<file path="config.mk">
export PLATFORM = sky130hd
export DESIGN_NAME = adc_averaging_scan_sequencer
export DESIGN_NICKNAME = d
export VERILOG_FILES = /design/src/rtl/aass_pkg.sv /design/src/rtl/aass_div.sv /design/src/rtl/aass_seq.sv /design/src/rtl/adc_averaging_scan_sequencer.sv
export SDC_FILE = /design/constraint.sdc
export NUM_CORES = 1
export LEC_CHECK = 0
export BUFFER_PORTS_ARGS = -buffer_cell sky130_fd_sc_hd__buf_2
export CAP_MARGIN = 10
export CORE_MARGIN = 1
export CORE_UTILIZATION = 53
export DETAILED_ROUTE_END_ITERATION = 10
export GPL_TIMING_DRIVEN = 0
export PLACE_DENSITY_LB_ADDON = 0.1
export SKIP_LAST_GASP = 1
export SYNTH_ARGS = -nofsm -noshare
export SYNTH_HDL_FRONTEND = slang
export SYNTH_SLANG_ARGS = --single-unit
</file>
<file path="constraint.sdc">
create_clock -name clk_i -period 8.4 [get_ports clk_i]
set_clock_uncertainty 0.2 [all_clocks]
set_input_delay 1.68 -clock clk_i [delete_from_list [all_inputs] [get_ports clk_i]]
set_output_delay 1.68 -clock clk_i [all_outputs]
set_load 0.02 [all_outputs]
</file>
<file path="src/rtl/aass_pkg.sv">
// Shared types and constants for the ADC averaging scan sequencer.
package aass_pkg;

  localparam int unsigned SAMPLE_W = 10;
  localparam int unsigned SUM_W    = SAMPLE_W + 4;
  localparam int unsigned CNT_W    = 4;
  localparam int unsigned DIVIN_W  = SUM_W + 1;
  localparam int unsigned NUM_CH   = 4;
  localparam int unsigned CH_W     = 2;

  typedef enum logic [2:0] {
    OP_OPEN   = 3'd0,
    OP_CLOSE  = 3'd1,
    OP_SCAN   = 3'd2,
    OP_CUR    = 3'd3,
    OP_SAMPLE = 3'd4
  } opcode_e;

  typedef enum logic [6:0] {
    MODE_IDLE  = 7'b000_0001,
    MODE_READY = 7'b000_0010,
    MODE_CH0   = 7'b000_0100,
    MODE_CH1   = 7'b000_1000,
    MODE_CH2   = 7'b001_0000,
    MODE_CH3   = 7'b010_0000,
    MODE_CUR   = 7'b100_0000
  } mode_e;

  localparam logic [CH_W-1:0] CH_CUR = 2'd3;

  typedef struct packed {
    logic [2:0]          opcode;
    logic [SAMPLE_W-1:0] sample;
  } in_item_t;

  typedef struct packed {
    logic                ok;
    logic                request_valid;
    logic [CH_W-1:0]     request_channel;
    logic                done_res;
    logic [SAMPLE_W-1:0] average_ch0;
    logic [SAMPLE_W-1:0] average_ch1;
    logic [SAMPLE_W-1:0] average_ch2;
    logic [SAMPLE_W-1:0] average_ch3;
    logic [SAMPLE_W-1:0] current_average;
  } out_item_t;

endpackage

</file>
<file path="src/rtl/aass_div.sv">
// Rounded-mean divider: exact division by a constant via reciprocal multiply.
module aass_div
  import aass_pkg::*;
#(
  parameter int unsigned SAMPLES_PER_CHANNEL = 10
) (
  input  logic [DIVIN_W-1:0]  dividend_i,
  output logic [SAMPLE_W-1:0] quot_o
);

  // Shift = dividend width + 4 keeps floor(x*m >> Shift) exact for divisors up to 16.
  localparam int unsigned Shift  = DIVIN_W + 4;
  localparam int unsigned RecipW = Shift + 1;
  localparam int unsigned ProdW  = DIVIN_W + RecipW;
  localparam logic [RecipW-1:0] Recip =
    RecipW'(((64'd1 << Shift) + 64'(SAMPLES_PER_CHANNEL) - 64'd1) / 64'(SAMPLES_PER_CHANNEL));

  logic [ProdW-1:0] prod;

  assign prod   = ProdW'(dividend_i) * ProdW'(Recip);
  assign quot_o = prod[Shift +: SAMPLE_W];

endmodule

</file>
<file path="src/rtl/aass_seq.sv">
// Sequencer state and per-request step logic.
module aass_seq
  import aass_pkg::*;
#(
  parameter int unsigned SAMPLES_PER_CHANNEL = 10
) (
  input  logic      clk_i,
  input  logic      rst_ni,
  input  logic      step_i,
  input  in_item_t  item_i,
  output out_item_t res_o
);

  localparam logic [CNT_W-1:0]   NCnt = CNT_W'(SAMPLES_PER_CHANNEL);
  localparam logic [DIVIN_W-1:0] Half = DIVIN_W'(SAMPLES_PER_CHANNEL / 2);

  mode_e               mode_q, mode_d;
  logic [CNT_W-1:0]    cnt_q, cnt_d;
  logic [SUM_W-1:0]    sum_q, sum_d;
  logic [SAMPLE_W-1:0] avg_q [NUM_CH];
  logic [SAMPLE_W-1:0] avg_d [NUM_CH];
  logic [SAMPLE_W-1:0] cur_q, cur_d;

  logic [CNT_W-1:0]    cnt_inc;
  logic [SUM_W-1:0]    sum_inc;
  logic [SAMPLE_W-1:0] mean;
  logic [CH_W-1:0]     scan_ch;
  logic                ok, req, done;
  logic [CH_W-1:0]     chan;

  assign cnt_inc = cnt_q + CNT_W'(1);
  assign sum_inc = sum_q + SUM_W'(item_i.sample);

  aass_div #(
    .SAMPLES_PER_CHANNEL(SAMPLES_PER_CHANNEL)
  ) u_div (
    .dividend_i(DIVIN_W'(sum_inc) + Half),
    .quot_o    (mean)
  );

  always_comb begin
    case (mode_q)
      MODE_CH1: scan_ch = 2'd1;
      MODE_CH2: scan_ch = 2'd2;
      MODE_CH3: scan_ch = 2'd3;
      default:  scan_ch = 2'd0;
    endcase
  end

  always_comb begin
    mode_d = mode_q;
    cnt_d  = cnt_q;
    sum_d  = sum_q;
    avg_d  = avg_q;
    cur_d  = cur_q;
    ok     = 1'b0;
    req    = 1'b0;
    chan   = '0;
    done   = 1'b0;
    case (item_i.opcode)
      OP_OPEN: begin
        if (mode_q == MODE_IDLE) begin
          mode_d = MODE_READY;
          ok     = 1'b1;
        end
      end
      OP_CLOSE: begin
        // sum and count stay; the next start clears them
        if (mode_q != MODE_IDLE) begin
          mode_d = MODE_IDLE;
          ok     = 1'b1;
        end
      end
      OP_SCAN, OP_CUR: begin
        if (mode_q == MODE_READY) begin
          mode_d = (item_i.opcode == OP_SCAN) ? MODE_CH0 : MODE_CUR;
          cnt_d  = '0;
          sum_d  = '0;
          ok     = 1'b1;
          req    = 1'b1;
          chan   = (item_i.opcode == OP_SCAN) ? CH_W'(0) : CH_CUR;
        end
      end
      OP_SAMPLE: begin
        if (mode_q inside {MODE_CH0, MODE_CH1, MODE_CH2, MODE_CH3, MODE_CUR}) begin
          ok = 1'b1;
          if (cnt_inc != '0 && cnt_inc >= NCnt) begin
            cnt_d = '0;
            sum_d = '0;
            if (mode_q == MODE_CUR) begin
              cur_d  = mean;
              mode_d = MODE_READY;
              done   = 1'b1;
            end else begin
              avg_d[scan_ch] = mean;
              case (mode_q)
                MODE_CH0: mode_d = MODE_CH1;
                MODE_CH1: mode_d = MODE_CH2;
                MODE_CH2: mode_d = MODE_CH3;
                default:  mode_d = MODE_READY;
              endcase
              if (mode_q == MODE_CH3) begin
                done = 1'b1;
              end else begin
                req  = 1'b1;
                chan = scan_ch + CH_W'(1);
              end
            end
          end else begin
            cnt_d = cnt_inc;
            sum_d = sum_inc;
            req   = 1'b1;
            chan  = (mode_q == MODE_CUR) ? CH_CUR : scan_ch;
          end
        end
      end
      default: ;
    endcase
  end

  always_ff @(posedge clk_i or negedge rst_ni) begin
    if (!rst_ni) begin
      mode_q <= MODE_IDLE;
      cnt_q  <= '0;
      sum_q  <= '0;
      for (int i = 0; i < NUM_CH; i++) avg_q[i] <= '0;
      cur_q  <= '0;
    end else if (step_i) begin
      mode_q <= mode_d;
      cnt_q  <= cnt_d;
      sum_q  <= sum_d;
      avg_q  <= avg_d;
      cur_q  <= cur_d;
    end
  end

  always_comb begin
    res_o.ok              = ok;
    res_o.request_valid   = req;
    res_o.request_channel = chan;
    res_o.done_res        = done;
    res_o.average_ch0     = avg_d[0];
    res_o.average_ch1     = avg_d[1];
    res_o.average_ch2     = avg_d[2];
    res_o.average_ch3     = avg_d[3];
    res_o.current_average = cur_d;
  end

endmodule

</file>
<file path="src/rtl/adc_averaging_scan_sequencer.sv">
// Top level of the ADC averaging scan sequencer: request pipeline and checks.
//
// Each accepted request (open, close, start scan, start current reading, or
// an arrived sample) produces exactly one result two stages later: a request
// register, then the step logic and the constant divider, then a result
// register. One request per cycle is taken while the result side keeps up.
// Channel means are formed as (sum + N/2) / N with N = SAMPLES_PER_CHANNEL
// (1..15), using an exact reciprocal multiply. A scan walks channels 0..3, a
// current reading uses channel 3 once; done_res flags completion and every
// result reports all stored means.
module adc_averaging_scan_sequencer
  import aass_pkg::*;
#(
  parameter int unsigned SAMPLES_PER_CHANNEL = 10
) (
  input  logic      clk_i,
  input  logic      rst_ni,
  input  logic      in_valid_i,
  output logic      in_ready_o,
  input  in_item_t  in_data_i,
  output logic      out_valid_o,
  input  logic      out_ready_i,
  output out_item_t out_data_o
);

  // request stage
  logic      s1_valid_q;
  in_item_t  s1_data_q;
  // result stage
  logic      out_valid_q;
  out_item_t out_data_q;

  logic      advance;
  logic      in_fire;
  out_item_t res;

  // move the held request into the result register when the slot is free
  assign advance    = s1_valid_q && (!out_valid_q || out_ready_i);
  assign in_ready_o = !s1_valid_q || advance;
  assign in_fire    = in_valid_i && in_ready_o;

  aass_seq #(
    .SAMPLES_PER_CHANNEL(SAMPLES_PER_CHANNEL)
  ) u_seq (
    .clk_i (clk_i),
    .rst_ni(rst_ni),
    .step_i(advance),
    .item_i(s1_data_q),
    .res_o (res)
  );

  always_ff @(posedge clk_i or negedge rst_ni) begin
    if (!rst_ni) begin
      s1_valid_q  <= 1'b0;
      out_valid_q <= 1'b0;
    end else begin
      if (in_fire) begin
        s1_valid_q <= 1'b1;
      end else if (advance) begin
        s1_valid_q <= 1'b0;
      end
      if (advance) begin
        out_valid_q <= 1'b1;
      end else if (out_ready_i) begin
        out_valid_q <= 1'b0;
      end
    end
  end

  // payload registers, no reset
  always_ff @(posedge clk_i) begin
    if (in_fire) begin
      s1_data_q <= in_data_i;
    end
    if (advance) begin
      out_data_q <= res;
    end
  end

  assign out_valid_o = out_valid_q;
  assign out_data_o  = out_data_q;

  // completion never comes with a new conversion request
  a_done_no_req : assert property (@(posedge clk_i) disable iff (!rst_ni)
    out_valid_o && out_data_o.done_res |-> !out_data_o.request_valid)
    else $error("done_res with request_valid");

  // requests and completions only on accepted commands
  a_req_ok : assert property (@(posedge clk_i) disable iff (!rst_ni)
    out_valid_o && (out_data_o.request_valid || out_data_o.done_res) |-> out_data_o.ok)
    else $error("request or done on refused command");

  // an empty pipeline always takes a request
  a_empty_ready : assert property (@(posedge clk_i) disable iff (!rst_ni)
    !s1_valid_q |-> in_ready_o)
    else $error("empty pipeline not ready");

  // a request moved out of the request stage shows up as a valid result next cycle
  a_flow : assert property (@(posedge clk_i) disable iff (!rst_ni)
    advance |=> out_valid_o)
    else $error("advanced request lost");

endmodule

</file>
; ---- Word-level counts from Yosys, hierarchy flattened
; Index checks and enable logic that the tools add are counted.
[op_classes]
addsub = 4
bitwise = 1
muxes = 53
n_lt_le_gt_ge = 3
mul = 1
eq_ne = 17
n_reduce_logical = 19
[ops]
columns = op, count
row1 = 2-to-1 mux 40 bit, 4
row2 = 2-to-1 mux 10 bit, 5
row3 = 2-to-1 mux 7 bit, 7
row4 = 2-to-1 mux 14 bit, 3
row5 = bitwise mux 40 bit, 1
row6 = "multiplier 15 x 16 -> 29 bit, second input constant", 1
row7 = one-hot mux 14 bit (2 select lines), 1
row8 = one-hot mux 7 bit (4 select lines), 1
row9 = demux 10 bit (select 2 bit), 1
row10 = one-hot mux 6 bit (3 select lines), 1
row11 = "adder 14 x 3 -> 15 bit, second input constant", 1
row12 = adder 14 x 10 -> 14 bit, 1
row13 = 2-to-1 mux 1 bit, 14
row14 = 2-to-1 mux 2 bit, 7
row15 = 2-to-1 mux 4 bit, 3
row16 = "!= test 2 x 1 -> 1 bit, second input constant", 5
row17 = one-hot mux 4 bit (2 select lines), 1
row18 = nonzero test 4 bit, 2
row19 = "== test 7 x 1 -> 1 bit, second input constant", 1
row20 = "== test 7 x 2 -> 1 bit, second input constant", 1
row21 = "== test 7 x 3 -> 1 bit, second input constant", 1
row22 = "== test 7 x 4 -> 1 bit, second input constant", 1
row23 = "== test 7 x 5 -> 1 bit, second input constant", 1
row24 = "== test 7 x 6 -> 1 bit, second input constant", 1
row25 = other kinds (25), 33
[totals]
word_cells = 119
output_inout_bits = 57
register_bits = 145
in_bits = 17

; ---- Depth between registers and ports, before layout
; Gate-level depths: netlist of the first run.
[depth]
depth_word = 12
mapped_depth = 30
ltp_nobuf = 29

; ---- Cells and area by module
; Synthesis of the first run repeated with hierarchy kept, for this count alone.
[unflattened]
hier_cells = 941
hier_area_um2 = 10797.9
[modules_own_cells]
columns = module, area_per_inst_um2, seq_area_each_um2, instances, cells_each
row1 = aass_seq, 4979.8, 1878.1, 1, 481
row2 = aass_div, 3672.3, 0.0, 1, 384
row3 = adc_averaging_scan_sequencer, 2145.8, 2092.0, 1, 76

; ---- Worst setup path before layout of the first run
; No wires, ideal clock.
[synth_path]
path_type = reg-to-reg
startpoint = reg s1_data_q[0] (netlist name)
endpoint = reg out_data_q, in the netlist out_data_o[17], data pin
arrival_time_ns = 7.465
setup_ns = 0.269
path_buffers = 0
required_ns = 7.931
path_slack_ns = 0.466
stages_incl_launch_ff = 28
synth_period_minus_slack_ns = 7.934
path_cell_list = edfxtp_1 -> ha_1 -> fa_1 -> a211oi_1 -> o21ai_0 -> a31o_2 -> a21oi_1 -> nor2_1 -> xnor2_1 -> nor4_2 -> xnor2_1 -> ha_1 -> inv_1 -> fa_1 -> fa_1 -> fa_1 -> inv_1 -> fa_1 -> fa_1 -> ha_1 -> nand4_1 -> o31ai_1 -> a41oi_1 -> o211ai_1 -> and2_1 -> a31oi_1 -> xor2_2 -> o21ai_0
[synth_lines]
columns = element, line
row1 = "start, declared", adc_averaging_scan_sequencer.sv:28  ; in_item_t s1_data_q;
row2 = "start signal, assigned", adc_averaging_scan_sequencer.sv:73  ; s1_data_q <= in_data_i;
row3 = "end signal, assigned", adc_averaging_scan_sequencer.sv:76  ; out_data_q <= res;
row4 = "end, declared", adc_averaging_scan_sequencer.sv:31  ; out_item_t out_data_q;

==> impl_metrics.ini, run 1 <==
[run_status]
outcome = finished clean

[yosys]
synth.avg_cell_area_um2 = 10.1
yosysMostFrequentCell = inv_1
synth_area_mm2 = 0.0105
synth-warning-count = 0
synth-edff-count = 68
yosysTopAreaCellShare = 0.194
synth-seq-area-share = 0.377
synth_top_area_cell = edfxtp_1
async_flop_share = 0.531
ys.flop_type = dfrtp_1
syn_inst = 1042
ys_ff_latch = 145
synthTopCellsByCount = inv_1 (140), nand2_1 (136), ha_1 (118), o21ai_0 (106), dfrtp_1 (76)
synth_area_leaders = edfxtp_1 (19%), dfrtp_1 (18%), ha_1 (14%), fa_1 (11%), o21ai_0 (5.0%)
syn-num-nets = 1237
synth.distinct_cells = 74

[critical_path]
critPathMaxStageDelay_ns = 0.52
critPathSlowestCell = fa_1
r2r_cells = 29
cpMostUsedCell = fa_1
r2r_setup_slack_ns = 0.32
rr_startpoint = s1_data_q[0]$_DFFE_PP_
cp-start-kind = register
cp.arrival_ns = 8.04
critPathKind = reg -> reg
cp_max_fo = 10
rr_endpoint = out_data_o[37]$_DFFE_PP_
endpoint_kind = register
setup.worst_path.end = out_data_o[37]$_DFFE_PP_
critPathLaunch = s1_data_q[0]$_DFFE_PP_
critPathRequiredTime_ns = 8.37

[clock_network]
htree_levels = 4
numCtsBuffers = 17
clkSlewWorstSetupHoldPaths_ns = 0.07
cts_root_buf = clkbuf_16
clk_latency_ns = 0.43
hold_buffers = 0
cts_max_path_buffers = 2
cts_sinks = 145
cts_tree = built

[timing]
setup_viol_count_final = 0
fin_setup_tns_ns = 0
min_period_ns = 8.08
hold_viol_final = 0
finalCritPeriodShare = 0.961
tightest_slew_ns = 0.881
relSlewSlack = 0.410
finalMaxSlewViolations = 0
finalWorstSetupSlack_ns = 0.324
fmax_ghz = 0.124

[grt]
grt_max_degree = 49
overflow = 0
grt_use_total = 0.235
grt_pass1_vias = 7442
grt_pass1_wl_um = 36700
grt.met2_usage = 0.395
antenna_found_initial = 0
busiest_layer = met2
met1_usage = 0.307
met3_usage = 0.0453

[placed_design]
post-place-ws_ns = -0.955
dp_hpwl_um = 16700
io_buffers = 73
place.gp.congestion = 0.895

[final_layout]
seqCellArea_mm2 = 0.00397
num_antenna_cells = 0
fillers = 1589
syn_to_final_growth_pct = 17.9
drive_gt1_frac = 0.186
fin_nets = 1351
multi_input_area_mm2 = 0.00623

[route]
dr.pass1.iters = 5
ant_nets = 0
dr.first_iter.drc_count = 454
vias = 7727
avgViaCountPerCell = 5.39
drt-total-wl_um = 22700
remaining_drc_errors = 0
wl_per_cell_um = 15.8

[floorplanning]
ios = 74
start_util = 0.541
dieWidth_um = 143
die_y_um = 143
die_area_mm2 = 0.0204
fp-row-count = 51
coreArea_mm2 = 0.0195

[min_path]
hp-class = reg -> reg
min_from = u_seq.cur_q[9]$_DFFE_PN0P_
hold_depth = 2

[flow_run]
drv_cap = 0
cells by family after synthesis:
family	after synthesis	synth area share
xor+xnor	44	0.0407
simple gates	277	0.127
fa+ha+maj	178	0.254
flops	145	0.377
other cells	1	0.000356
buf+inv	165	0.0613
compound gates	212	0.119
mux	20	0.0207
routing by layer:
metal	up-vias	part of all wire
li1	3792	-
met4	0	0.020
met5	-	0
met3	43	0.039
met1	3713	0.46
met2	179	0.48
area by class of cell:
| type | count | area share |
|---|---|---|
| Multi-Input combinational cell | 732 | 0.501 |
| Sequential cell | 145 | 0.320 |
| Timing Repair Buffer | 96 | 0.0516 |
| Inverter | 140 | 0.0423 |
| Clock buffer | 17 | 0.0342 |
| Tap cell | 265 | 0.0267 |
| Clock inverter | 15 | 0.0146 |
| Buffer | 24 | 0.00957 |
cell usage in the layout, fill, tap and decap left out, types with 14 or more instances in the layout:
cell type / instances
mux2_2: 14
nand2_1: 135
edfxtp_1: 68
a21oi_1: 21
o21ai_1: 22
dfrtp_1: 76
nor3_1: 14
o21ai_0: 103
buf_4: 16
inv_1: 139
buf_2: 80
ha_1: 113
fa_1: 58
xnor2_1: 18
clkbuf_16: 17
nor2_1: 39
state kept, by name (all words and copies together) (netlist names):
register,flops
out_valid_o,1
u_seq.cnt_q,4
s1_valid_q,1
u_seq.cur_q,10
u_seq.mode_q,7
u_seq.sum_q,14
s1_data_q,13
u_seq.avg_q,40
out_data_o,55
worst min-delay path by stage:
stage | end | slack [ns]
global route | u_seq.cur_q[1]$_DFFE_PN0P_ | 0.30
detailed placement | u_seq.cur_q[9]$_DFFE_PN0P_ | 0.27
finish | u_seq.cur_q[9]$_DFFE_PN0P_ | 0.28
floorplan | u_seq.cur_q[9]$_DFFE_PN0P_ | 0.25
CTS | u_seq.cur_q[9]$_DFFE_PN0P_ | 0.28
global placement | u_seq.cur_q[9]$_DFFE_PN0P_ | 0.26
stage by stage:
| step | area (um2) | cells | utilization | hold WS, ns |
|---|---|---|---|---|
| 4_1_cts | 12200 | 1424 | 0.625 | 0.282 |
| 3_3_place_gp | 11200 | 1380 | 0.577 | 0.259 |
| 2_1_floorplan | 10500 | 1042 | - | 0.248 |
| 5_1_grt | 12400 | 1434 | 0.638 | 0.300 |
| 6_report | 12400 | 1434 | 0.638 | 0.283 |
| 3_5_place_dp | 11300 | 1382 | 0.580 | 0.267 |
critical path, delay by kind of cell (launching register included):
kind	cells	cell delay, ns
compound gates	6	0.97
xor+xnor	2	0.35
fa+ha+maj	9	3.87
buf+inv	5	0.64
flops	1	0.37
mux	1	0.15
simple gates	6	1.30
repair_timing:
item,CTS,global route
pin swaps,7,18
cloned,0,0
gates resized for setup,21,33
endpoints found under the hold margin,0,0
endpoints found under the setup margin,100,100
setup buffers,11,10
Power of run 1 is not shown: default switching activity piles up to over one toggle a cycle in this logic, so the estimate is an artifact.
==> inputs of run 2 (changes only) <==
Settings changed: SETUP_SLACK_MARGIN from default to 0.4.
==> run 2 against run 1 <==
Effect of this change: non-clock buffer count grew 30; count of clock-buffer cells in the layout unchanged; highest routed layer unchanged; routed wire length rose by 8.6%; critical path depth did not move; register-to-register slack better by 0.15 ns; cell area up 5.8%; critical path type unchanged; sequential share of layout area shrank 1.8 points.
==> impl_metrics.ini, run 2 (synthesis results as in run 1) <==
[clock_network]
cts_root_buf = clkbuf_16
clkSlewWorstSetupHoldPaths_ns = 0.07
cts_tree = built
hold_buffers = 0
clk_latency_ns = 0.43
htree_levels = 4
numCtsBuffers = 17
cts_max_path_buffers = 2
cts_sinks = 145

[timing]
tightest_slew_ns = 0.906
fmax_ghz = 0.126
relSlewSlack = 0.393
rsz0062_at_grt = yes
min_period_ns = 7.93
finalWorstSetupSlack_ns = 0.473
setup_viol_count_final = 0
finalCritPeriodShare = 0.944
hold_viol_final = 0
finalMaxSlewViolations = 0

[final_layout]
drive_gt1_frac = 0.248
fin_nets = 1382
fillers = 1493
num_antenna_cells = 0
largest_reg_flops = 55
seqCellArea_mm2 = 0.00397
final_common_cell = inv_1
final_cells = 1465
layout_common_cells = inv_1 (136), nand2_1 (135), ha_1 (110), o21ai_0 (84), buf_2 (79)
syn_to_final_growth_pct = 24.8
multi_input_area_mm2 = 0.00661

[route]
drt-total-wl_um = 24600
ant_nets = 0
wl_per_cell_um = 16.8
dr.pass1.iters = 5
avgViaCountPerCell = 5.51
dr.first_iter.drc_count = 464
remaining_drc_errors = 0
vias = 8078

[critical_path]
endpoint_kind = register
cp_max_fo = 5
r2r_cells = 29
critPathKind = reg -> reg
cp.arrival_ns = 7.90
rr_endpoint = out_data_o[37]$_DFFE_PP_
r2r_setup_slack_ns = 0.47
cp-start-kind = register
critPathSlowestCell = fa_2
critPathRequiredTime_ns = 8.37
critPathMaxStageDelay_ns = 0.55
rr_startpoint = s1_data_q[0]$_DFFE_PP_

[floorplanning]
die_y_um = 143
start_util = 0.541
coreArea_mm2 = 0.0195
die_area_mm2 = 0.0204
fp-row-count = 51
ios = 74
dieWidth_um = 143

[min_path]
min_from = u_seq.cur_q[2]$_DFFE_PN0P_
hold_depth = 2
hp-class = reg -> reg
hold_end = u_seq.cur_q[2]$_DFFE_PN0P_

[placed_design]
place.gp.congestion = 0.895
dp.cells = 1382
post-place-ws_ns = -0.955
dp_hpwl_um = 16700
io_buffers = 73

[grt]
grt_pass1_vias = 7653
antenna_found_initial = 0
overflow = 0
grt_use_total = 0.240
grt_max_degree = 49
grt_pass1_wl_um = 37400

[flow_run]
drv_cap = 0

[run_status]
outcome = finished clean
run 2: area by class of cell:
class                      count  share of cell area
clock buffer                  17              0.0324
inverter                     140              0.0400
clock inverter                15              0.0138
buffer                        25              0.0108
sequential                   145               0.302
multi-input combinational    733               0.503
timing repair buffer         125              0.0726
tap                          265              0.0252
run 2: critical path, delay by kind of cell, from the launching register on:
| kind | cells | cell delay (ns) |
|---|---|---|
| adder cells (fa/ha/maj) | 9 | 3.67 |
| AND/OR/NAND/NOR | 6 | 1.22 |
| AO/OA/AOI/OAI | 6 | 1.10 |
| XOR/XNOR | 3 | 0.54 |
| buffers and inverters | 5 | 0.54 |
| flip-flops | 1 | 0.41 |
run 2: how the worst max path moves through the flow:
stage | from | end | slack [ns] | cells past startpoint
detailed placement | s1_data_q[0]$_DFFE_PP_ | out_data_o[40]$_DFFE_PP_ | -0.96 | 27
global placement | s1_data_q[0]$_DFFE_PP_ | out_data_o[31]$_DFFE_PP_ | -1.00 | 26
finish | s1_data_q[0]$_DFFE_PP_ | out_data_o[37]$_DFFE_PP_ | 0.47 | 29
CTS | u_seq.sum_q[4]$_DFFE_PN0P_ | out_data_o[37]$_DFFE_PP_ | 0.41 | 31
floorplan | s1_data_q[0]$_DFFE_PP_ | out_data_o[17]$_DFFE_PP_ | 0.47 | 27
global route | s1_data_q[0]$_DFFE_PP_ | out_data_o[37]$_DFFE_PP_ | 0.19 | 31
run 2: per-layer routing:
metal  vias to the layer above  share of wire  global-route usage
met2                       255           0.50               0.407
met4                         0          0.033              0.0838
li1                       3858              -                   -
met5                         -              0                   0
met3                        66          0.048              0.0449
met1                      3899           0.42               0.308
run 2: timing repair:
item | CTS | global route
gates resized for setup | 52 | 103
endpoints found under the setup margin | 100 | 100
cloned | 0 | 4
pin swaps | 25 | 68
buffers inserted | 23 | 24
run 2: stage by stage:
stage          cell area (um2)  hold slack, ns  TNS (ns)  utilization
4_1_cts                  12400           0.282         0        0.639
3_5_place_dp             11300           0.267    -58.32        0.580
3_3_place_gp             11200           0.259    -64.58        0.577
2_1_floorplan            10500           0.248         0            -
6_report                 13100           0.284         0        0.675
5_1_grt                  13100           0.300         0        0.675
Power of run 2 is left out for the same reason.
==> inputs of run 3 (changes only) <==
Settings changed: ABC_AREA from default to 1, CTS_CLUSTER_SIZE from default to 30.
==> run 3 against run 2 <==
Effect of this change: synthesized cell count grew 27%; cell area shrank 1.4%; non-clock buffer count shrank 57.
==> impl_metrics.ini, run 3 <==
[clock_network]
htree_levels = 4
cts_sinks = 145
clk_latency_ns = 0.42
numCtsBuffers = 17
cts_tree = built
cts_max_path_buffers = 2
cts_root_buf = clkbuf_16
clkSlewWorstSetupHoldPaths_ns = 0.07
hold_buffers = 0

[run_status]
outcome = finished clean

[final_layout]
syn_to_final_growth_pct = 13.9
final_common_cell = nand2_1
multi_input_area_mm2 = 0.00659
layout_common_cells = nand2_1 (265), inv_1 (231), nand3_1 (145), ha_1 (116), dfrtp_1 (76)
final_cells = 1706
fin_nets = 1613
fin_util = 0.616
num_antenna_cells = 0
fillers = 1753
drive_gt1_frac = 0.149
largest_reg_flops = 55
seqCellArea_mm2 = 0.00397

[yosys]
synth.avg_cell_area_um2 = 8.59
ys.flop_type = dfrtp_1
synth-warning-count = 0
synth_area_mm2 = 0.0114
async_flop_share = 0.531
ys_ff_latch = 145
synthTopCellsByCount = nand2_1 (273), inv_1 (232), nand3_1 (151), ha_1 (118), dfrtp_1 (76)
yosysTopAreaCellShare = 0.179
syn_inst = 1324
synth-edff-count = 68
synth-seq-area-share = 0.349
yosysMostFrequentCell = nand2_1
synth_area_leaders = edfxtp_1 (18%), dfrtp_1 (17%), ha_1 (13%), fa_1 (11%), nand2_1 (9.0%)
syn-num-nets = 1519
synth.distinct_cells = 47
synth_top_area_cell = edfxtp_1

[timing]
rsz0062_at_grt = no
hold_slack_ns = 0.272
setup_viol_count_final = 0
fin_setup_tns_ns = 0
relSlewSlack = 0.422
tightest_slew_ns = 0.868
finalCritPeriodShare = 0.916
min_period_ns = 7.69
finalMaxSlewViolations = 0
hold_viol_final = 0
fmax_ghz = 0.130

[route]
wl_met3_um = 1350
vias = 9055
dr.first_iter.drc_count = 463
dr.pass1.iters = 5
drt-total-wl_um = 26300
avgViaCountPerCell = 5.31
ant_nets = 0
remaining_drc_errors = 0
routed-wl-met2_um = 12500
top_layer = met4
wirelength_met1_um = 12000
wl_per_cell_um = 15.4

[floorplanning]
die_y_um = 149
ios = 74
die_area_mm2 = 0.0221
dieWidth_um = 149
fp-row-count = 53
start_util = 0.541
coreArea_mm2 = 0.0210

[critical_path]
cp.arrival_ns = 7.66
critPathMaxStageDelay_ns = 0.57
cpMostUsedCell = inv_1
cp-start-kind = register
critPathRequiredTime_ns = 8.37
cp_max_fo = 5
critPathKind = reg -> reg
critPathSlowestCell = fa_2
endpoint_kind = register
r2r_setup_slack_ns = 0.71

[placed_design]
dp.cells = 1673
place.gp.congestion = 0.910
io_buffers = 73
dp_hpwl_um = 20700

[flow_run]
drv_cap = 0

[grt]
grt_pass1_wl_um = 43300
grt_max_degree = 65
grt_pass1_vias = 8966
antenna_found_initial = 0
grt_use_total = 0.251
overflow = 0

[min_path]
hp-class = reg -> reg
==> run 3: changes by cell type in the layout (fill, tap and decap cells not counted), sizes merged, moves of 25 or more <==
cell and delta:
nor2 +25, inv +92, nand2 +137, o21ai -69, nand3 +138, and2 +45
or2 +28, buf -50
==> run 3: final cells by class <==
class,count,share of cell area
well taps,275,0.0266
flip-flops and latches,145,0.306
repair buffers,75,0.0311
clock buffers,22,0.0382
inverters,239,0.0692
multi-input cells,922,0.509
plain buffers,18,0.00840
clock inverters,10,0.0113
==> run 3: kinds of logic (layout without fill, tap and decap cells) <==
| family | count (synthesis) | count (layout) | share of synthesized area |
|---|---|---|---|
| AO/OA/AOI/OAI | 109 | 109 | 0.0541 |
| XOR/XNOR | 21 | 21 | 0.0162 |
| adder cells (fa/ha/maj) | 178 | 178 | 0.235 |
| buffers and inverters | 257 | 364 | 0.0881 |
| flip-flops | 145 | 145 | 0.349 |
| other | 1 | 1 | 0.000330 |
| AND/OR/NAND/NOR | 613 | 613 | 0.257 |
==> run 3: metal layers <==
metal / track usage / vias up
li1: - / 4476
met1: 0.338 / 4300
met2: 0.419 / 247
met3: 0.0399 / 32
met4: 0.0716 / 0
met5: 0 / -
==> run 3: path summary, 6_finish.rpt <==
path                                       startpoint                     endpoint  cells after the start
setup reg to reg               s1_data_q[0]$_DFFE_PP_     out_data_o[10]$_DFFE_PP_                     33
hold / removal             u_seq.avg_q[0]$_DFFE_PN0P_   u_seq.avg_q[0]$_DFFE_PN0P_                      2
min in group asynchronous                      rst_ni  u_seq.avg_q[38]$_DFFE_PN0P_                      1
max in group asynchronous                      rst_ni  u_seq.mode_q[0]$_DFFE_PN1P_                      2
hold reg to reg            u_seq.avg_q[0]$_DFFE_PN0P_   u_seq.avg_q[0]$_DFFE_PN0P_                      2
setup / recovery               s1_data_q[0]$_DFFE_PP_     out_data_o[10]$_DFFE_PP_                     33
==> run 3: repair_timing <==
action | in CTS | in global routing
resized for setup | 12 | 35
endpoints found under the setup margin | 35 | 100
setup buffers | 0 | 1
pin swaps | 0 | 8
==> run 3: through the flow <==
step	area (um2)	setup slack, ns
global route	13000	0.346
finish	13000	0.709
global placement	12100	0.136
floorplan	11400	1.23
CTS	12800	0.405
detailed placement	12100	0.0528
==> run 3: worst max-delay path: cells and delay by family, from the launching register on <==
kind | cells | cell delay [ns]
fa+ha+maj | 10 | 4.03
xor+xnor | 1 | 0.31
simple gates | 13 | 1.71
compound gates | 1 | 0.19
buf+inv | 8 | 0.60
flops | 1 | 0.41
Power of run 3 is left out for the same reason.
